**src/hw/rtl/s3x_pkg.sv**
```systemverilog
package s3x_pkg;

    localparam int MAX_WIDTH  = 1024;
    localparam int MAX_HEIGHT = 1024;

    localparam int PIX_W = 32;
    localparam int LEN_W = 11;
    localparam int COL_W = $clog2(MAX_WIDTH);

    localparam logic [LEN_W-1:0] LINE_WIDTH_RESET   = LEN_W'(320);
    localparam logic [LEN_W-1:0] FRAME_HEIGHT_RESET = LEN_W'(200);
    localparam logic [LEN_W-1:0] MAX_WIDTH_LEN      = LEN_W'(MAX_WIDTH);
    localparam logic [LEN_W-1:0] MAX_HEIGHT_LEN     = LEN_W'(MAX_HEIGHT);

    // Input word kinds on tuser
    localparam logic OP_PIXEL = 1'b0;
    localparam logic OP_FLUSH = 1'b1;

    // Register index, taken from paddr[2]
    localparam logic REG_LINE_WIDTH   = 1'b0;
    localparam logic REG_FRAME_HEIGHT = 1'b1;

    typedef logic [PIX_W-1:0] pixel_t;

    // Index 0 top, 1 middle, 2 bottom
    typedef logic [2:0][PIX_W-1:0] column_t;

    // Last member lands in the lowest bits
    typedef struct packed {
        pixel_t bot_right;
        pixel_t bot_mid;
        pixel_t bot_left;
        pixel_t mid_right;
        pixel_t centre_px;
        pixel_t mid_left;
        pixel_t top_right;
        pixel_t top_mid;
        pixel_t top_left;
    } blk_t;

endpackage

```
**src/hw/rtl/s3x_rule.sv**
```systemverilog
module s3x_rule (
    input  s3x_pkg::column_t lcol,
    input  s3x_pkg::column_t mcol,
    input  s3x_pkg::column_t rcol,
    output s3x_pkg::blk_t    blk
);

    import s3x_pkg::*;

    pixel_t p_a, p_b, p_c, p_d, p_e, p_f, p_g, p_h, p_i;
    logic   db, bf, hd, fh;

    assign p_a = lcol[0];
    assign p_d = lcol[1];
    assign p_g = lcol[2];
    assign p_b = mcol[0];
    assign p_e = mcol[1];
    assign p_h = mcol[2];
    assign p_c = rcol[0];
    assign p_f = rcol[1];
    assign p_i = rcol[2];

    // Edge matches around the centre
    assign db = (p_d == p_b) && (p_d != p_h) && (p_b != p_f);
    assign bf = (p_b == p_f) && (p_b != p_d) && (p_f != p_h);
    assign hd = (p_h == p_d) && (p_h != p_f) && (p_d != p_b);
    assign fh = (p_f == p_h) && (p_f != p_b) && (p_h != p_d);

    always_comb
    begin
        blk.top_left  = db ? p_d : p_e;
        blk.top_mid   = ((db && (p_e != p_c)) || (bf && (p_e != p_a))) ? p_b : p_e;
        blk.top_right = bf ? p_f : p_e;
        blk.mid_left  = ((hd && (p_e != p_a)) || (db && (p_e != p_g))) ? p_d : p_e;
        blk.centre_px = p_e;
        blk.mid_right = ((bf && (p_e != p_i)) || (fh && (p_e != p_c))) ? p_f : p_e;
        blk.bot_left  = hd ? p_d : p_e;
        blk.bot_mid   = ((fh && (p_e != p_g)) || (hd && (p_e != p_i))) ? p_h : p_e;
        blk.bot_right = fh ? p_f : p_e;
    end

endmodule

```
**config.mk**
```make
export PLATFORM = sky130hd
export DESIGN_NAME = s3x_rule
export DESIGN_NICKNAME = d
export VERILOG_FILES = /design/src/hw/rtl/s3x_pkg.sv /design/src/hw/rtl/s3x_rule.sv
export SDC_FILE = /design/constraint.sdc
export NUM_CORES = 1
export LEC_CHECK = 0
export BUFFER_PORTS_ARGS = -buffer_cell sky130_fd_sc_hd__clkbuf_2
export CORE_AREA = 2 2 226 228
export DETAILED_ROUTE_END_ITERATION = 6
export DIE_AREA = 0 0 228 230
export GPL_TIMING_DRIVEN = 0
export PLACE_DENSITY_LB_ADDON = 0.05
export SLEW_MARGIN = 20
export SYNTH_ARGS = -nofsm -noshare
export SYNTH_HDL_FRONTEND = slang
export SYNTH_SLANG_ARGS = --single-unit
```
**constraint.sdc**
```tcl
create_clock -name vclk -period 2.7
set_clock_uncertainty 0.05 [all_clocks]
set_input_delay 0.54 -clock vclk [all_inputs]
set_output_delay 0.54 -clock vclk [all_outputs]
set_load 0.03 [all_outputs]
```
======== Word-level counts from Yosys, hierarchy flattened ========
Index checks and enable logic that the tools add are counted.
storage, ports and cells
  flip-flop bits (word level) ............. 0
  bits of input ports ..................... 288
  output and inout bits ................... 288
  word-level logic and storage cells ...... 44
cells by class
  equal/unequal tests ..................... 16
  muxes and demuxes ....................... 8
  reduce and logical (&&, ||, !) cells .... 20
operator list
  operator           count
  $ne 32x32->1       12
  $mux 32            8
  $eq 32x32->1       4
  $logic_and 1x1->1  16
  $logic_or 1x1->1   4

======== Depth between registers and ports, before layout ========
Gate-level depths: netlist (run 1).
  depth after elaboration ................. 6
  gate-level depth with buffers ........... 8
  mapped depth without buffers ............ 7

======== Worst setup path after synthesis (run 1) ========
OpenSTA, ideal clock, no wires.
  path type ............................... input -> output
  start ................................... input port mcol[84] (netlist bit)
  end ..................................... output port blk[161] (netlist bit)
  data arrival time ....................... 2.239 ns
  required time ........................... 2.110 ns
  slack ................................... -0.129 ns
  stages .................................. 8
  path buffers ............................ 1
  cells stage by stage .................... xnor2_1 nand4_1 nor4_2 nand2_1 nand4_2 o22a_2 buf_6 mux2_1
RTL lines
  what                RTL line       source
  start: declaration  s3x_rule.sv:3  input s3x_pkg::column_t mcol,
  end: declaration    s3x_rule.sv:5  output s3x_pkg::blk_t blk

==> flow_summary.toml, run 1 <==
[route]
ant_nets = 0
dr.pass1.iters = 4
drc = 0
drt-total-wl_um = 57200
drt_iter0_markers = 297
wl_per_cell_um = 28.5
via_per_inst = 3.99
vias = 8008

[layout]
syn_to_final_growth_pct = 111
nClkBuffers = 0
nets = 1624
seqCellArea_um2 = 0
final_cells = 2008
drive_gt1_share_pct = 80.6
layout_common_cells = "clkbuf_2 (341), buf_6 (175), mux2_4 (171)"
utilization_pct = 28.5
layout.sequential_cells = 0
final_area_um2 = 14200
layout_commonest_cell = "clkbuf_2"

[sta]
post-route-period-util_pct = 135
tns_ns = -207.84
timing.final.ws_setup_ns = -0.945
tightestPinTransition_ns = 0.457
min_period_ns = 3.65
slew_headroom_pct = 69.3
max_freq_mhz = 274
fin_worst_hold_slack_ns = 1.39
finalHoldViolations = 0
rsz0062_at_grt = "yes"
finalMaxSlewViolations = 0
setup_viol = 256

[place]
dp_hpwl_um = 47100
dp.cells = 1944
placed_area_um2 = 10700
finalWeightedCongestion = 0.773
pre_cts_slack_ns = -1.83
port_buffers = 576

[logic_synthesis]
ys.warnings.count = 0
syn_area_per_cell_um2 = 9.65
yosysUniqueCellTypes = 17
syn_nets = 984
syn-cell-area_um2 = 6710
synth_cells = 696
ys_seq_area_share_pct = 0

[power]
p_total_mw = 2.45
internal-power_mw = 1.06
power-per-cell-area_nw_per_um2 = 172
power.static_leakage_nw = 7.23
power_frac_comb_pct = 100.0
p_seq_share_pct = 0
p_sw_share_pct = 56.8
p_clk_share_pct = 0
netSwitchingPower_mw = 1.39
peakVddDrop_mv = 0.0704

[floorplanning]
die_w_um = 228
die_area_um2 = 52400
start_util_pct = 13.5
die_height_um = 230
core_um2 = 49900
ioPinCount = 576
num_rows = 82

[global_route]
grt_pass1_vias = 8369
grt_start_max_net_pins = 11
track_usage_pct = 19.5
grt_first_pass_wirelength_um = 71400
grt_overflow = 0
antenna_found_initial = 2

[setup_path]
slowest_stage = "nor4_4"
critPathMaxFanout = 5
crit_end = "blk[119]"
end_kind = "output port"
worst-path-stages = 11
crit_type = "input port to output port"
startpoint = "lcol[59]"
critPathTopFamily = "simple AND/OR/NAND/NOR gates"
path_buf_inv = 5
slowest_delay_ns = 0.47
arrival_ns = 3.06
cp_cell_sequence = "clkbuf_2 -> xnor2_2 -> nand4_1 -> nor4_4 -> buf_4 -> nand4_4 -> o22a_4 -> buf_12 -> clkbuf_16 -> mux2_4 -> buf_8"
cp-start-kind = "input port"
worstPathRequired_ns = 2.11

[cts]
cts_hold_buffers = 0

[worst_hold_path]
hold_path_class = "input port to output port"

[run_status]
violations = "negative setup slack"
outcome = "complete, but fails checks"

[job]
max-cap-violations = 0
[kinds of logic (layout without fill, tap and decap cells)]
| family | count (synthesis) | after routing | synth area share, % |
|---|---|---|---|
| other cells | 0 | 2 | 0 |
| simple gates | 92 | 92 | 9.39 |
| compound gates | 4 | 4 | 0.820 |
| xor+xnor | 256 | 256 | 33.4 |
| mux | 256 | 256 | 48.0 |
| buf+inv | 88 | 726 | 8.42 |
[tightest hold or removal path: stages]
cell	delay, ns
buf_12	0.10
mux2_4	0.14
buf_6	0.12
[layout make-up]
class | count | area, um^2
Timing Repair Buffer | 639 | 5110
Antenna cell | 2 | 5.00
Tap cell | 672 | 841
Buffer | 87 | 926
Fill cell | 5449 | 35700
Multi-Input combinational cell | 608 | 7310
[what timing repair did]
item,4_1_cts,5_1_grt
pin swaps,33,32
cloned,2,18
endpoints found under the setup margin,256,256
buffers inserted,25,20
resized for setup,201,862
[worst min-delay path by stage]
stage	startpoint	end	slack (ns)	cells after the start
floorplan	mcol[32]	blk[128]	1.16	1
global placement	mcol[35]	blk[131]	1.45	3
detailed placement	mcol[35]	blk[131]	1.45	3
CTS	mcol[35]	blk[131]	1.45	3
global route	lcol[54]	blk[118]	1.40	3
finish	lcol[54]	blk[118]	1.39	3
[synthesized netlist by cell type]
library cell | number | area [um^2]
nor4_1 | 32 | 200
nor2_1 | 4 | 15.0
mux2_1 | 30 | 338
clkbuf_1 | 24 | 90.1
xor2_1 | 128 | 1120
buf_2 | 20 | 100
mux2_2 | 136 | 1530
o22a_4 | 2 | 35.0
mux2_4 | 90 | 1350
o22a_2 | 2 | 20.0
nand4_1 | 40 | 250
nand2_1 | 4 | 15.0
xnor2_1 | 128 | 1120
nor4_2 | 8 | 100
nand4_2 | 4 | 50.1
buf_4 | 32 | 240
buf_6 | 12 | 135
[routing by layer]
metal	GRT usage, %	share of wire [%]	vias to the layer above
li1	-	-	3747
met1	26.1	45	3941
met2	34.9	49	288
met3	2.43	4.5	30
met4	1.23	1.1	2
met5	0	0.021	-
[power by group through the flow]
stage / clock network (mW) / logic, mW / registers, mW
4_1_cts: 0 / 2.23 / 0
6_report: 0.0000000474 / 2.45 / 0
2_1_floorplan: 0 / 1.15 / 0
5_1_grt: 0.0000000496 / 2.58 / 0
3_3_place_gp: 0 / 2.07 / 0
3_5_place_dp: 0 / 2.06 / 0
No activity file was read; power rests on OpenSTA's default activity.
==> run 2, diff against run 1 <==
ABC_AREA = 1   (was not set)
CORE_AREA = 2 2 225 227   (was 2 2 226 228)
DIE_AREA = 0 0 227 229   (was 0 0 228 230)
==> run 2 against run 1 <==
  * The flow still finishes with violations (negative setup slack)
  * Clock-buffer cell count did not move
  * Die area fell by 0.87%
  * Final cell count rose by 62%
  * Critical path type unchanged
==> flow_summary.toml, run 2 <==
[run_status]
outcome = "complete, but fails checks"
violations = "negative setup slack"

[place]
finalWeightedCongestion = 0.855
dp_hpwl_um = 55600
placed_area_um2 = 12300
dp.cells = 3151
port_buffers = 574

[logic_synthesis]
ys_seq_area_share_pct = 0
synth_area_leader_cell = "nand2_1"
yosysUniqueCellTypes = 26
ys_top_cells_by_count = "nand2_1 (989), inv_1 (171), nand3_1 (141), nor2_1 (140), xnor2_1 (120)"
syn_area_per_cell_um2 = 4.49
yosysTopAreaCellShare_pct = 43.4
synth.most_common_cell = "nand2_1"
synth_cells = 1905
synth_area_leaders = "nand2_1 (43%), xnor2_1 (12%), nand3_1 (8.2%)"
ys.warnings.count = 0
syn_nets = 2193
syn-cell-area_um2 = 8560

[cts]
cts_hold_buffers = 0

[layout]
nets = 2870
nClkBuffers = 0
final_area_um2 = 18500
drive_gt1_share_pct = 52.9
multi_input_area_um2 = 9190
layout.sequential_cells = 0
layout_commonest_cell = "nand2_1"
final_cells = 3253
nFillCells = 5564
layout_common_cells = "nand2_1 (739), clkbuf_2 (254), nand2_2 (211)"
seqCellArea_um2 = 0
syn_to_final_growth_pct = 117

[route]
vias = 14388
met2_wirelength_um = 35700
drc = 0
wl_per_cell_um = 22.0
dr.pass1.iters = 5
ant_nets = 0
via_per_inst = 4.42
drt_iter0_markers = 736
topRoutingLayerUsed = "met4"
wl_met1_um = 30500
drt-total-wl_um = 71500
dr_wl_met3_um = 3430

[floorplanning]
die_w_um = 227
num_rows = 82
die_area_um2 = 52000
core_um2 = 49700
start_util_pct = 17.2
ioPinCount = 576
die_height_um = 229

[global_route]
grt_start_max_net_pins = 11
grt_first_pass_wirelength_um = 96700
antenna_found_initial = 2
track_usage_pct = 25.6
grt_overflow = 0
grt_pass1_vias = 13861

[sta]
rsz0062_at_grt = "yes"
max_freq_mhz = 326
slew_headroom_pct = 82.3
post-route-period-util_pct = 114
finalMaxSlewViolations = 0
min_period_ns = 3.07
finalHoldViolations = 0
timing.final.ws_setup_ns = -0.368
tightestPinTransition_ns = 0.264
setup_viol = 256

[power]
p_total_mw = 2.95
power.static_leakage_nw = 9.92
peakVddDrop_mv = 0.0865
power-per-cell-area_nw_per_um2 = 159

[setup_path]
cp-start-kind = "input port"
arrival_ns = 2.48
slowest_delay_ns = 0.25
end_kind = "output port"
path_buf_inv = 4
cp_cell_sequence = "buf_2 -> inv_1 -> nand2_1 -> nand2_1 -> nor2_1 -> nand2_2 -> nor2_4 -> nand3_4 -> nor2_4 -> nand3_4 -> clkbuf_16 -> o21ai_0 -> clkbuf_4"
slowest_stage = "clkbuf_4"
worstPathRequired_ns = 2.11
crit_type = "input port to output port"
critPathMaxFanout = 10
critPathTopFamily = "simple AND/OR/NAND/NOR gates"

[worst_hold_path]
hold_path_class = "input port to output port"

[job]
max-cap-violations = 0
[run 2: cells by family after synthesis]
| kind of cell | share of synthesized area, % |
|---|---|
| xor+xnor | 13.6 |
| simple gates | 61.0 |
| compound gates | 7.78 |
| buf+inv | 17.6 |
[run 2: timing repair]
item                                    CTS  global route
buffers inserted                         59            27
gates resized for setup                 854           863
pin swaps                                91           206
endpoints found under the setup margin  256           256
cloned                                   10             9
[run 2: metal layers]
metal	vias up	global-route usage [%]
li1	7117	-
met4	0	6.11
met2	456	46.0
met3	63	2.69
met5	-	0
met1	6752	32.4
[run 2: cell type report]
type / instances / area share, %
multi-input combinational: 1571 / 49.6
timing repair buffer: 675 / 32.3
buffer: 124 / 8.85
inverter: 210 / 4.75
tap: 672 / 4.54
antenna: 1 / 0.0135
[run 2: tightest hold or removal path, delay by kind of cell]
kind / cells / cell delay [ns]
and+or+nand+nor: 2 / 0.10
buffers and inverters: 2 / 0.21
[run 2: power breakdown]
group	switching, mW	internal [mW]
registers	0	0
clock network	0	0.0000000496
logic	1.74	1.21
[run 2: metrics by stage]
stage	setup TNS, ns	setup WS (ns)	utilization (%)	hold slack [ns]
final	-75.47	-0.368	37.3	1.34
after floorplan	-7.68	-0.218	-	1.16
after CTS	-84.67	-0.397	32.7	1.40
after global routing	-96.83	-0.435	37.3	1.35
after global placement	-257.51	-1.40	24.8	1.43
after detailed placement	-255.76	-1.38	24.8	1.44
[run 2: path summary, 6_finish.rpt]
| kind | from | to | slack (ns) | cells past startpoint |
|---|---|---|---|---|
| max | mcol[17] | blk[5] | -0.37 | 13 |
| min | mcol[23] | blk[55] | 1.34 | 4 |
